`config.mk`:
```
export PLATFORM = sky130hd
export DESIGN_NAME = moving_window_rms_threshold_core
export DESIGN_NICKNAME = d
export VERILOG_FILES = /design/src/hw/rtl/mwrt_pkg.sv /design/src/hw/rtl/moving_window_rms_threshold_core.sv /design/src/hw/rtl/mwrt_ram.sv
export VERILOG_INCLUDE_DIRS = /design/src /design/src/hw/rtl
export SDC_FILE = /design/constraint.sdc
export NUM_CORES = 1
export LEC_CHECK = 0
export ABC_CLOCK_PERIOD_IN_PS = 4200
export BUFFER_PORTS_ARGS = -buffer_cell sky130_fd_sc_hd__buf_2
export CORE_MARGIN = 2
export CORE_UTILIZATION = 63
export CTS_CLUSTER_SIZE = 14
export DETAILED_ROUTE_END_ITERATION = 10
export PLACE_DENSITY = 0.93
export SYNTH_ARGS = -nofsm -noshare
export SYNTH_HDL_FRONTEND = slang
export SYNTH_SLANG_ARGS = --single-unit
```
`constraint.sdc`:
```
create_clock -name clk -period 4.2 [get_ports clk]
set_clock_uncertainty 0.15 [all_clocks]
set_input_delay 0.42 -clock clk [delete_from_list [all_inputs] [get_ports clk]]
set_output_delay 0.42 -clock clk [all_outputs]
set_load 0.005 [all_outputs]
```
`src/hw/rtl/moving_window_rms_threshold_core_macros.svh`:
```
// assertion helpers used by the core rtl file
`ifndef MOVING_WINDOW_RMS_THRESHOLD_CORE_MACROS_SVH
`define MOVING_WINDOW_RMS_THRESHOLD_CORE_MACROS_SVH

// same-cycle implication, checks skipped while reset is high
`define MWRT_ASSERT_SAME(label, clk, rst, ante, cons) \
  label: assert property (@(posedge clk) disable iff (rst) (ante) |-> (cons)) \
    else $error("mwrt assertion failed");

// next-cycle implication, checks skipped while reset is high
`define MWRT_ASSERT_NEXT(label, clk, rst, ante, cons) \
  label: assert property (@(posedge clk) disable iff (rst) (ante) |=> (cons)) \
    else $error("mwrt assertion failed");

`endif

```
`src/hw/rtl/mwrt_pkg.sv`:
```
package mwrt_pkg;

  // default configuration of the core
  localparam int WINDOW_LENGTH_DEF = 8;
  localparam int SAMPLE_BITS_DEF   = 16;

  // fixed field widths
  localparam int IN_W   = 16;
  localparam int RMS_W  = 16;
  localparam int THR_W  = 16;
  localparam int OUT_W  = 24;

  // dark_threshold value after reset
  localparam logic [THR_W-1:0] THRESHOLD_RESET = 16'd5000;

endpackage

```
`src/hw/rtl/moving_window_rms_threshold_core.sv`:
```
// channel   direction  fields (lsb up)                          handshake
// s_*       in         tdata: light_sample[15:0]                 tvalid/tready
// m_*       out        tdata: rms_value[15:0], below_threshold   tvalid/tready
// cfg_*     in         cfg_wdata: dark_threshold[15:0]            cfg_wen, no wait
//
// one item at a time: accept, load, shift-add square, window update, bit-serial
// divide by the window length (SUM_W = 2*SAMPLE_BITS+clog2(WINDOW_LENGTH) bits),
// digit-by-digit root, output; the next item is taken only back in idle
// rst is synchronous: window reads as zeros (per-entry valid bits), position 0,
// threshold 5000; no clearing pass
// a finished result waits in the output register; the next item is taken while it
// waits, and only the final output step holds if the register is still full
`include "moving_window_rms_threshold_core_macros.svh"

module moving_window_rms_threshold_core #(
  parameter int WINDOW_LENGTH = mwrt_pkg::WINDOW_LENGTH_DEF,
  parameter int SAMPLE_BITS   = mwrt_pkg::SAMPLE_BITS_DEF
) (
  input  logic                        clk,
  input  logic                        rst,
  // slave side: light_sample[15:0]
  input  logic                        s_tvalid,
  output logic                        s_tready,
  input  logic [mwrt_pkg::IN_W-1:0]   s_tdata,
  // master side: rms_value[15:0], below_threshold[16], zeros above
  output logic                        m_tvalid,
  input  logic                        m_tready,
  output logic [mwrt_pkg::OUT_W-1:0]  m_tdata,
  // configuration: dark_threshold
  input  logic                        cfg_wen,
  input  logic [mwrt_pkg::THR_W-1:0]  cfg_wdata
);

  localparam int SB    = SAMPLE_BITS;
  localparam int PW    = $clog2(WINDOW_LENGTH);
  localparam int SUM_W = 2 * SB + $clog2(WINDOW_LENGTH);
  localparam int RB    = $clog2(WINDOW_LENGTH) + 1;
  localparam int RMW   = SB + 2;
  localparam int CW    = (SB > mwrt_pkg::IN_W) ? SB : mwrt_pkg::IN_W;
  localparam int CNTW  = $clog2(SUM_W);

  typedef enum logic [6:0] {
    ST_IDLE = 7'b0000001,
    ST_LOAD = 7'b0000010,
    ST_SQR  = 7'b0000100,
    ST_SUM  = 7'b0001000,
    ST_DIV  = 7'b0010000,
    ST_ROOT = 7'b0100000,
    ST_DONE = 7'b1000000
  } state_t;

  state_t                     state;
  logic [CNTW-1:0]            cnt;
  logic [PW-1:0]              pos;
  logic [WINDOW_LENGTH-1:0]   valid;
  logic [SUM_W-1:0]           run_sum;
  logic [mwrt_pkg::THR_W-1:0] dark_threshold;

  logic [SB-1:0]              samp;
  logic [SB-1:0]              old;
  logic [2*SB-1:0]            p_new;
  logic [2*SB-1:0]            p_old;
  logic [SUM_W-1:0]           dv;
  logic [RB-1:0]              div_rem;
  logic [RMW-1:0]             rm;
  logic [SB-1:0]              root;

  logic [SB-1:0]              ram_rdata;
  logic                       ram_we;
  logic [CW-1:0]              in_ext;
  logic [SB-1:0]              old_val;
  logic [SB:0]                sum_new;
  logic [SB:0]                sum_old;
  logic [SUM_W-1:0]           run_sum_next;
  logic [RB:0]                div_trial;
  logic [RB-1:0]              div_rem_next;
  logic                       div_q;
  logic [RMW+1:0]             sq_sh;
  logic [RMW+1:0]             sq_trial;
  logic [RMW-1:0]             rm_next;
  logic [SB-1:0]              root_next;
  logic [CW-1:0]              root_ext;
  logic [CW-1:0]              thr_ext;
  logic                       s_accept;
  logic                       out_free;

  mwrt_ram #(
    .WIDTH (SB),
    .DEPTH (WINDOW_LENGTH)
  ) u_window (
    .clk   (clk),
    .we    (ram_we),
    .waddr (pos),
    .wdata (samp),
    .raddr (pos),
    .rdata (ram_rdata)
  );

  assign s_tready = (state == ST_IDLE);
  assign s_accept = s_tvalid && s_tready;
  assign out_free = !m_tvalid || m_tready;
  assign ram_we   = (state == ST_SUM);
  assign in_ext   = CW'(s_tdata);

  always_comb begin
    // entries never written read as zero
    old_val      = valid[pos] ? ram_rdata : '0;
    // shift-add squaring, one multiplier bit a cycle
    sum_new      = {1'b0, p_new[2*SB-1:SB]} + (p_new[0] ? {1'b0, samp} : '0);
    sum_old      = {1'b0, p_old[2*SB-1:SB]} + (p_old[0] ? {1'b0, old} : '0);
    // drop the leaving square, add the new one
    run_sum_next = run_sum - SUM_W'(p_old) + SUM_W'(p_new);
    // restoring divide by the window length, one quotient bit a cycle
    div_trial    = {div_rem, dv[SUM_W-1]};
    div_q        = (div_trial >= (RB+1)'(WINDOW_LENGTH));
    div_rem_next = div_q ? RB'(div_trial - (RB+1)'(WINDOW_LENGTH)) : RB'(div_trial);
    // digit-by-digit root, one root bit per two radicand bits
    sq_sh        = {rm, dv[2*SB-1 -: 2]};
    sq_trial     = (RMW+2)'({root, 2'b01});
    if (sq_sh >= sq_trial) begin
      rm_next   = RMW'(sq_sh - sq_trial);
      root_next = {root[SB-2:0], 1'b1};
    end else begin
      rm_next   = RMW'(sq_sh);
      root_next = {root[SB-2:0], 1'b0};
    end
    root_ext     = CW'(root);
    thr_ext      = CW'(dark_threshold);
  end

  // configuration register
  always_ff @(posedge clk) begin
    if (rst) begin
      dark_threshold <= mwrt_pkg::THRESHOLD_RESET;
    end else if (cfg_wen) begin
      dark_threshold <= cfg_wdata;
    end
  end

  // control and window state
  always_ff @(posedge clk) begin
    if (rst) begin
      state    <= ST_IDLE;
      cnt      <= '0;
      pos      <= '0;
      valid    <= '0;
      run_sum  <= '0;
      m_tvalid <= 1'b0;
    end else begin
      // a new result loads the output register, else a taken one empties it
      if (state == ST_DONE && out_free) begin
        m_tvalid <= 1'b1;
      end else if (m_tvalid && m_tready) begin
        m_tvalid <= 1'b0;
      end
      case (state)
        ST_IDLE: begin
          if (s_accept) begin
            state <= ST_LOAD;
          end
        end
        ST_LOAD: begin
          state <= ST_SQR;
          cnt   <= CNTW'(SB - 1);
        end
        ST_SQR: begin
          if (cnt == '0) begin
            state <= ST_SUM;
          end else begin
            cnt <= cnt - 1'b1;
          end
        end
        ST_SUM: begin
          state      <= ST_DIV;
          cnt        <= CNTW'(SUM_W - 1);
          run_sum    <= run_sum_next;
          valid[pos] <= 1'b1;
          if (pos == PW'(WINDOW_LENGTH - 1)) begin
            pos <= '0;
          end else begin
            pos <= pos + 1'b1;
          end
        end
        ST_DIV: begin
          if (cnt == '0) begin
            state <= ST_ROOT;
            cnt   <= CNTW'(SB - 1);
          end else begin
            cnt <= cnt - 1'b1;
          end
        end
        ST_ROOT: begin
          if (cnt == '0) begin
            state <= ST_DONE;
          end else begin
            cnt <= cnt - 1'b1;
          end
        end
        ST_DONE: begin
          if (out_free) begin
            state <= ST_IDLE;
          end
        end
        default: begin
          state <= ST_IDLE;
        end
      endcase
    end
  end

  // datapath shift registers
  always_ff @(posedge clk) begin
    case (state)
      ST_IDLE: begin
        if (s_accept) begin
          samp <= in_ext[SB-1:0];
        end
      end
      ST_LOAD: begin
        old   <= old_val;
        p_new <= {{SB{1'b0}}, samp};
        p_old <= {{SB{1'b0}}, old_val};
      end
      ST_SQR: begin
        p_new <= {sum_new, p_new[SB-1:1]};
        p_old <= {sum_old, p_old[SB-1:1]};
      end
      ST_SUM: begin
        dv      <= run_sum_next;
        div_rem <= '0;
      end
      ST_DIV: begin
        dv      <= {dv[SUM_W-2:0], div_q};
        div_rem <= div_rem_next;
        rm      <= '0;
        root    <= '0;
      end
      ST_ROOT: begin
        dv   <= {dv[SUM_W-3:0], 2'b00};
        rm   <= rm_next;
        root <= root_next;
      end
      ST_DONE: begin
        if (out_free) begin
          m_tdata <= {{(mwrt_pkg::OUT_W - mwrt_pkg::RMS_W - 1){1'b0}},
                      (root_ext < thr_ext), root_ext[mwrt_pkg::RMS_W-1:0]};
        end
      end
      default: begin
      end
    endcase
  end

  // the running sum always contains the square that is about to leave
  `MWRT_ASSERT_SAME(a_sum_no_underflow, clk, rst, state == ST_SUM, run_sum >= SUM_W'(p_old))
  // divider remainder stays below the window length
  `MWRT_ASSERT_SAME(a_div_rem_bound, clk, rst, state == ST_DIV,
                    div_rem < RB'(WINDOW_LENGTH))
  // a new item is never taken while one is in flight
  `MWRT_ASSERT_NEXT(a_one_in_flight, clk, rst, s_accept, !s_tready)

endmodule

```
`src/hw/rtl/mwrt_ram.sv`:
```
module mwrt_ram #(
  parameter int WIDTH = 16,
  parameter int DEPTH = 8,
  localparam int AW = $clog2(DEPTH)
) (
  input  logic             clk,
  input  logic             we,
  input  logic [AW-1:0]    waddr,
  input  logic [WIDTH-1:0] wdata,
  input  logic [AW-1:0]    raddr,
  output logic [WIDTH-1:0] rdata
);

  logic [WIDTH-1:0] mem [DEPTH];

  always_ff @(posedge clk) begin
    if (we) begin
      mem[waddr] <= wdata;
    end
    rdata <= mem[raddr];
  end

endmodule
```
==> results of run 1 <==
-- worst max-delay path by stage --
stage / cells after the start / start / slack, ps / end
5_1_grt: 13 / run_sum[1] / 10 / dv[31]
4_1_cts: 13 / run_sum[18] / 160 / run_sum[33]
3_3_place_gp: 13 / p_new[17] / 310 / run_sum[33]
6_report: 13 / run_sum[18] / 170 / run_sum[33]
2_1_floorplan: 10 / state[5] / 370 / cnt[3]
3_5_place_dp: 13 / run_sum[18] / 220 / dv[31]
-- metal layers --
| layer | GRT usage, % | up-vias | wire length [um] |
|---|---|---|---|
| met4 | 15.3 | 0 | 2740 |
| met3 | 4.60 | 224 | 4760 |
| met1 | 37.6 | 7622 | 20200 |
| li1 | - | 7225 | - |
| met5 | 0 | - | 0 |
| met2 | 55.6 | 936 | 27300 |
-- area by class of cell --
class,count,area (sq um)
Multi-Input combinational cell,1270,8810
Timing Repair Buffer,125,896
Inverter,199,747
Tap cell,448,561
Clock buffer,57,1180
Clock inverter,21,258
Sequential cell,406,11300
Fill cell,2122,9560
-- through the flow --
| stage | instance area [sq um] | utilization [%] | std cells |
|---|---|---|---|
| 2_1_floorplan | 21100 | - | 1962 |
| 3_3_place_gp | 22000 | 66.1 | 2420 |
| 3_5_place_dp | 22000 | 66.1 | 2420 |
| 4_1_cts | 23700 | 71.2 | 2526 |
| 5_1_grt | 23700 | 71.3 | 2526 |
| 6_report | 23700 | 71.3 | 2526 |
-- sequential cells by signal, summed over array words and instances, names as in the netlist, 16 cells and up --
signal,count
root,16
run_sum,35
m_tdata,17
dark_threshold,16
p_old,32
u_window.rdata,16
rm,18
u_window.mem,128
samp,16
p_new,32
old,16
dv,35
-- cells in the mapped netlist, types with 8 or more instances --
| library cell | number |
|---|---|
| sky130_fd_sc_hd__and3_1 | 14 |
| sky130_fd_sc_hd__o21ai_0 | 100 |
| sky130_fd_sc_hd__xnor2_1 | 38 |
| sky130_fd_sc_hd__nor3b_1 | 8 |
| sky130_fd_sc_hd__edfxtp_1 | 314 |
| sky130_fd_sc_hd__a22oi_1 | 75 |
| sky130_fd_sc_hd__fa_1 | 34 |
| sky130_fd_sc_hd__o21a_1 | 18 |
| sky130_fd_sc_hd__a221oi_1 | 9 |
| sky130_fd_sc_hd__ha_1 | 104 |
| sky130_fd_sc_hd__dfxtp_1 | 92 |
| sky130_fd_sc_hd__nand2b_1 | 9 |
| sky130_fd_sc_hd__a21oi_1 | 125 |
| sky130_fd_sc_hd__a21o_1 | 32 |
| sky130_fd_sc_hd__and4_1 | 8 |
| sky130_fd_sc_hd__xor2_1 | 26 |
| sky130_fd_sc_hd__nand4_1 | 27 |
| sky130_fd_sc_hd__nand3_1 | 29 |
| sky130_fd_sc_hd__o31ai_1 | 10 |
| sky130_fd_sc_hd__nor2_1 | 169 |
| sky130_fd_sc_hd__a31oi_1 | 14 |
| sky130_fd_sc_hd__mux2i_1 | 29 |
| sky130_fd_sc_hd__and2_1 | 63 |
| sky130_fd_sc_hd__clkbuf_1 | 75 |
| sky130_fd_sc_hd__nand2_1 | 125 |
| sky130_fd_sc_hd__nor3_1 | 39 |
| sky130_fd_sc_hd__mux2_2 | 19 |
| sky130_fd_sc_hd__nor2b_1 | 16 |
| sky130_fd_sc_hd__a211oi_1 | 17 |
| sky130_fd_sc_hd__inv_1 | 197 |
| sky130_fd_sc_hd__o211ai_1 | 15 |
-- critical path: stages, from the launching register on --
cell                       delay (ps)
sky130_fd_sc_hd__dfxtp_1          390
sky130_fd_sc_hd__inv_1            100
sky130_fd_sc_hd__fa_1             580
sky130_fd_sc_hd__inv_1             80
sky130_fd_sc_hd__ha_4             310
sky130_fd_sc_hd__and4_4           220
sky130_fd_sc_hd__and3_1           190
sky130_fd_sc_hd__or4b_1           430
sky130_fd_sc_hd__a31o_1           250
sky130_fd_sc_hd__a21boi_2         260
sky130_fd_sc_hd__nor3_1            80
sky130_fd_sc_hd__o31a_1           280
sky130_fd_sc_hd__or4_1            480
sky130_fd_sc_hd__o311ai_1         100
-- power groups by stage --
stage	clock [uW]	combinational, uW	sequential, uW
2_1_floorplan	0	658	4550
3_3_place_gp	0	853	4580
3_5_place_dp	0	896	4580
4_1_cts	3850	930	4500
5_1_grt	4000	1050	4510
6_report	3850	958	4500
-- cell families after synthesis --
logic type / after synthesis
simple gates: 535
compound gates: 477
flops: 406
buf+inv: 286
fa+ha+maj: 138
xor+xnor: 65
mux: 48
other cells: 1
-- what timing repair did --
item,4_1_cts,5_1_grt
buffers inserted,0,0
resized for setup,0,7
hold buffers,28,0
endpoints found under the hold margin,28,0
setup endpoints to repair,0,5
==> impl_metrics.py, run 1 <==
metrics = {
    "die": {
        "die_area_sq_mm": 0.0350,
        "die_y_um": 187,
        "area_of_the_core_region_sq_mm": 0.0333,
        "ios": 63,
        "die_w_um": 187,
        "initial_cell_density_of_the_core_pct": 63.4,
        "rows": 67,
    },
    "timing": {
        "final-max-slew-violation-count": 0,
        "post-route-worst-setup-slack_ps": 167,
        "worst_hold_slack_ps": 13.6,
        "layout_min_cycle_time_ps": 4030,
        "setup_viol": 0,
        "setup_tns_ps": 0,
        "grt_setup_unrepaired": "no",
        "fin_crit_sh_pct": 96.0,
        "max_freq_mhz": 248,
        "worst_slew_margin_rel_pct": 26.0,
        "timing_worst_slew_pin_value_ps": 1110,
        "report.final.hold_viol_count": 0,
    },
    "route": {
        "ant_nets": 0,
        "drt_iter0_markers": 1896,
        "postRouteWirelength_mm": 55.0,
        "drt_drc_violations_left": 0,
        "routed_wire_length_per_instance_um": 21.8,
        "via_count": 16007,
        "firstDrtPassIters": 6,
        "viasPerCell": 6.34,
    },
    "placed_design": {
        "detailedPlacementHpwl_mm": 35.7,
        "place.gp.congestion": 0.922,
        "portBuffers": 55,
        "dp_worst_setup_slack_ps": 218,
    },
    "logic_synthesis": {
        "synth_top_family_by_area": "compound AO/OA/AOI/OAI gates",
        "yosysTopAreaCell": "sky130_fd_sc_hd__edfxtp_1",
        "number_of_distinct_library_cells_after_synthesis": 67,
        "netlist_top_cells_area": "sky130_fd_sc_hd__edfxtp_1, sky130_fd_sc_hd__dfxtp_1, sky130_fd_sc_hd__ha_1",
        "post_synth_arst_share_pct": 0,
        "netlist_instances": 1956,
        "synth_area_sq_mm": 0.0211,
        "synth-seq-cells": 406,
        "synth-edff-count": 314,
        "synth-adder-area-share_pct": 9.39,
        "synth_area_per_cell_sq_um": 10.8,
        "synth_compound_area_share_pct": 14.6,
        "yosysWarningCount": 0,
        "synthMuxAreaShare_pct": 2.39,
        "synthFlopType": "sky130_fd_sc_hd__edfxtp_1",
        "synthSimpleGateAreaFrac_pct": 12.2,
        "synth_top_cell_area_share_pct": 44.7,
        "seq_area_frac_synth_pct": 53.4,
        "xor_and_xnor_fraction_of_the_mapped_netlist_area_pct": 2.76,
    },
    "clocking": {
        "clkTransAtPathRegs_ps": 60,
        "clock_tree.htree_level_count": 2,
        "cts-buffers-inserted": 42,
        "cts.sinks": 406,
        "cts_tree": "yes",
        "cts-root-to-sink-buffers": 3,
        "clock-root-buffer": "sky130_fd_sc_hd__clkbuf_16",
        "worstSkewPairLatency_ps": 580,
    },
    "final_layout": {
        "final_nets": 2219,
        "final_common_cell": "sky130_fd_sc_hd__edfxtp_1",
        "antenna_cells_inserted": 0,
        "layout_common_cells": "sky130_fd_sc_hd__edfxtp_1, sky130_fd_sc_hd__inv_1, sky130_fd_sc_hd__nor2_1",
        "syn_to_final_growth_pct": 12.4,
        "share_of_cells_above_drive_strength_1_pct": 9.82,
    },
    "power_and_ir_drop": {
        "total_leakage_power_uw": 0.00949,
        "power.combinational.fraction_pct": 10.3,
        "sequentialPowerShare_pct": 48.4,
        "internal_power_uw": 6980,
        "post-layout-total-power_uw": 9310,
        "clkPwrFrac_pct": 41.4,
        "power_per_cell_area_mw_per_mm2": 393,
        "netSwitchingFraction_pct": 25.1,
        "netSwitchingPower_uw": 2330,
        "ir_drop_v": 0.000407,
    },
    "setup_path": {
        "critical_path_endpoint_category": "flip-flop",
        "r2r_end": "run_sum[33]",
        "crit_required_ps": 4480,
        "reg2regPathDepth": 13,
        "worstPathArrival_ps": 4310,
        "regToRegSetupSlack_ps": 170,
        "critical_path_class": "reg -> reg",
        "timing.critical_path.from_type": "flip-flop",
        "timing.critical_path.fanout_max": 7,
        "timing.rr.start": "run_sum[18]",
    },
    "global_route": {
        "grt_max_degree": 81,
        "grt_usage_pct": 31.4,
        "total_global_routing_overflow": 0,
        "grt_pass1_vias": 16132,
        "wire_length_of_the_first_global_routing_pass_mm": 86.6,
        "grt_antenna_before_repair": 1,
    },
    "hold_path": {
        "worst_hold_path.endpoint": "dark_threshold[0]",
        "worst_hold_path_type": "in -> reg",
        "min_from": "cfg_wdata[0]",
        "hold-path-cell-count": 3,
    },
    "job": {
        "maxCapViolations": 0,
    },
    "status": {
        "result_of_the_run": "completed",
    },
}
Note: power is estimated with default switching activity, not from simulation.
==> run 2, diff against run 1 <==
- ABC_AREA: unset -> 1
- CORE_ASPECT_RATIO: unset -> 2
- PLACE_DENSITY: 0.93 -> 0.92
==> run 2 against run 1 <==
  * Total power is 2.9% lower
  * Routed wire length grew 18%
  * Combinational power increased by 13%
  * Utilization fell by 0.94 points
  * Count of clock-buffer cells in the layout is 1 lower
  * Design area increased by 1.9%
  * Area after synthesis rose by 4.2%
  * Critical endpoint is now dv[22]
  * Worst setup slack better by 440 ps
  * Sequential power grew 2%
  * Critical path type unchanged
  * Fmax increased by 12%
==> impl_metrics.py, run 2 <==
metrics = {
    "status": {
        "result_of_the_run": "completed",
    },
    "final_layout": {
        "antenna_cells_inserted": 0,
        "largest_register_ff_count": 128,
        "final_common_cell": "sky130_fd_sc_hd__nand2_1",
        "share_of_cells_above_drive_strength_1_pct": 7.10,
        "max_flop_register": "u_window.mem",
        "layout_common_cells": "sky130_fd_sc_hd__nand2_1, sky130_fd_sc_hd__inv_1, sky130_fd_sc_hd__edfxtp_1",
        "syn_to_final_growth_pct": 9.85,
        "layout.filler_cells": 2506,
        "top_regs": "u_window.mem x128, dv x35, run_sum x35",
        "final_nets": 2735,
        "area_taken_by_multi_input_logic_gates_sq_mm": 0.00875,
        "area.sequential_sq_mm": 0.0113,
    },
    "timing": {
        "timing_worst_slew_pin_value_ps": 1130,
        "report.final.hold_viol_count": 0,
        "setup_viol": 0,
        "layout_min_cycle_time_ps": 3600,
        "fin_crit_sh_pct": 85.6,
        "worst_hold_slack_ps": 20.7,
        "post-route-worst-setup-slack_ps": 603,
        "worst_slew_margin_rel_pct": 24.9,
        "final-max-slew-violation-count": 0,
        "setup_tns_ps": 0,
        "max_freq_mhz": 278,
        "grt_setup_unrepaired": "no",
    },
    "logic_synthesis": {
        "number_of_distinct_library_cells_after_synthesis": 49,
        "synth_area_sq_mm": 0.0220,
        "synth_top_cell_area_share_pct": 42.9,
        "netlist_top_cells_area": "sky130_fd_sc_hd__edfxtp_1, sky130_fd_sc_hd__nand2_1, sky130_fd_sc_hd__dfxtp_1",
        "post_synth_arst_share_pct": 0,
        "yosysWarningCount": 0,
        "yosysTopAreaCell": "sky130_fd_sc_hd__edfxtp_1",
        "netlist_instances": 2478,
        "seq_area_frac_synth_pct": 51.2,
        "synth_common_cells": "sky130_fd_sc_hd__nand2_1, sky130_fd_sc_hd__inv_1, sky130_fd_sc_hd__edfxtp_1",
        "synth_area_per_cell_sq_um": 8.88,
        "synth_most_common_cell": "sky130_fd_sc_hd__nand2_1",
        "synthFlopType": "sky130_fd_sc_hd__edfxtp_1",
        "synth-edff-count": 314,
        "synth-seq-cells": 406,
    },
    "clocking": {
        "clkTransAtPathRegs_ps": 70,
        "worstSkewPairLatency_ps": 570,
        "cts.sinks": 406,
        "cts-root-to-sink-buffers": 3,
        "clock-root-buffer": "sky130_fd_sc_hd__clkbuf_16",
        "clock_tree.htree_level_count": 2,
        "cts_tree": "yes",
        "cts-buffers-inserted": 38,
    },
    "power_and_ir_drop": {
        "total_leakage_power_uw": 0.0112,
        "post-layout-total-power_uw": 9040,
        "power_per_cell_area_mw_per_mm2": 374,
        "ir_drop_v": 0.000496,
    },
    "global_route": {
        "globalRouteMet1Util_pct": 33.7,
        "grt.met3_usage_pct": 5.85,
        "grt_antenna_before_repair": 0,
        "busiest_layer": "met2",
        "grt_max_degree": 62,
        "grt_pass1_vias": 18737,
        "global_route.usage.met2_pct": 66.3,
        "total_global_routing_overflow": 0,
        "grt_usage_pct": 36.3,
        "wire_length_of_the_first_global_routing_pass_mm": 99.2,
    },
    "setup_path": {
        "crit_path_cell_trace": "inv_1 > ha_1 > inv_1 > ha_1 > fa_1 > nand3_1 > nand3_1 > nand2_1 > nand2_1 > nand3_1 > nand2_1 > nand2_1 > nand2_1 > nand2_1 > nand2_1 > nand2_1 > nand3_1",
        "crit_required_ps": 4350,
        "timing.critical_path.fanout_max": 17,
        "regToRegSetupSlack_ps": 600,
        "worst_setup_path_endpoint": "dv[22]",
        "timing.rr.start": "p_new[0]",
        "reg2regPathDepth": 17,
        "cpMostUsedCell": "sky130_fd_sc_hd__nand2_1",
        "r2r_end": "dv[22]",
        "cp_slowest_stage_delay_ps": 760,
        "timing.critical_path.from_type": "flip-flop",
        "critical_path_endpoint_category": "flip-flop",
        "crit_start": "p_new[0]",
        "critical_path_class": "reg -> reg",
        "critical-path-slowest-cell": "sky130_fd_sc_hd__edfxtp_1",
        "worstPathArrival_ps": 3750,
    },
    "route": {
        "routed_wire_length_per_instance_um": 21.3,
        "viasPerCell": 5.97,
        "via_count": 18097,
        "drt_iter0_markers": 1751,
        "ant_nets": 0,
        "drt_drc_violations_left": 0,
        "firstDrtPassIters": 7,
        "postRouteWirelength_mm": 64.7,
    },
    "die": {
        "die_w_um": 136,
        "rows": 96,
        "die_area_sq_mm": 0.0365,
        "die_y_um": 268,
        "ios": 63,
        "initial_cell_density_of_the_core_pct": 64.0,
        "area_of_the_core_region_sq_mm": 0.0344,
    },
    "placed_design": {
        "portBuffers": 55,
        "place.gp.congestion": 0.963,
        "dp_worst_setup_slack_ps": 741,
        "detailedPlacementHpwl_mm": 45.3,
    },
    "hold_path": {
        "min_from": "cfg_wdata[5]",
        "worst_hold_path_type": "in -> reg",
    },
    "job": {
        "maxCapViolations": 0,
    },
}
-- run 2: cell count changes after synthesis, sizes merged, moves of 19 or more --
cell,before,now
inv,197,450
xnor2,38,10
a22oi,75,24
o21ai,102,128
nand2,125,609
a21oi,125,185
mux2i,29,0
mux2,19,0
clkbuf,75,37
a21o,32,6
and2,63,2
nand3,29,118
buf,12,32
-- run 2: worst min-delay path by stage --
stage	to	depth (start not counted)
after global routing	dark_threshold[2]	3
final	dark_threshold[5]	3
after floorplan	m_tdata[0]	0
after global placement	dark_threshold[2]	2
after CTS	dark_threshold[5]	3
after detailed placement	u_window.rdata[3]	2
-- run 2: final cells by class --
cell class | count | share of cell area (%)
Sequential cell | 406 | 46.6
Multi-Input combinational cell | 1556 | 36.2
Inverter | 453 | 7.04
Clock buffer | 56 | 4.26
Timing Repair Buffer | 105 | 2.95
Tap cell | 441 | 2.28
Clock inverter | 14 | 0.627
-- run 2: logic make-up (layout without fill, tap and decap cells) --
logic type	after synthesis	after routing	share of synthesized area, %
adders and majority gates	138	138	9.01
other	1	7	0.0170
and+or+nand+nor	967	967	18.5
DFF	406	406	51.2
AOI/OAI and AO/OA	417	417	10.9
xor gates and xnor gates	27	27	1.07
buffers and inverters	522	628	9.24
-- run 2: power by group --
part	switching, uW	internal [uW]
clock network	1580	1790
registers	123	4460
logic	731	349
total	2430	6610
-- run 2: repair_timing --
item                                   in CTS  in global routing
resized for setup                           0                  0
buffers inserted                            0                  0
hold buffers                               25                  0
endpoints found under the hold margin      25                  0
-- run 2: metrics by stage --
| step | instance area (sq um) | instances | util [%] |
|---|---|---|---|
| final | 24200 | 3031 | 70.3 |
| after global routing | 24200 | 3031 | 70.3 |
| after CTS | 24200 | 3031 | 70.3 |
| after detailed placement | 22700 | 2936 | 66.2 |
| after global placement | 22700 | 2936 | 66.2 |
| after floorplan | 22000 | 2484 | - |
-- run 2: worst max-delay path, delay by kind of cell (launching register included) --
kind | cells | cell delay [ps]
simple gates | 12 | 1330
fa+ha+maj | 3 | 960
flops | 1 | 760
buf+inv | 2 | 150
-- run 2: layer usage --
metal  routed length, um  part of all wire [%]
met3                4150                   6.4
met4                6650                    10
met5                   0                     0
met1               19600                    30
met2               34300                    53
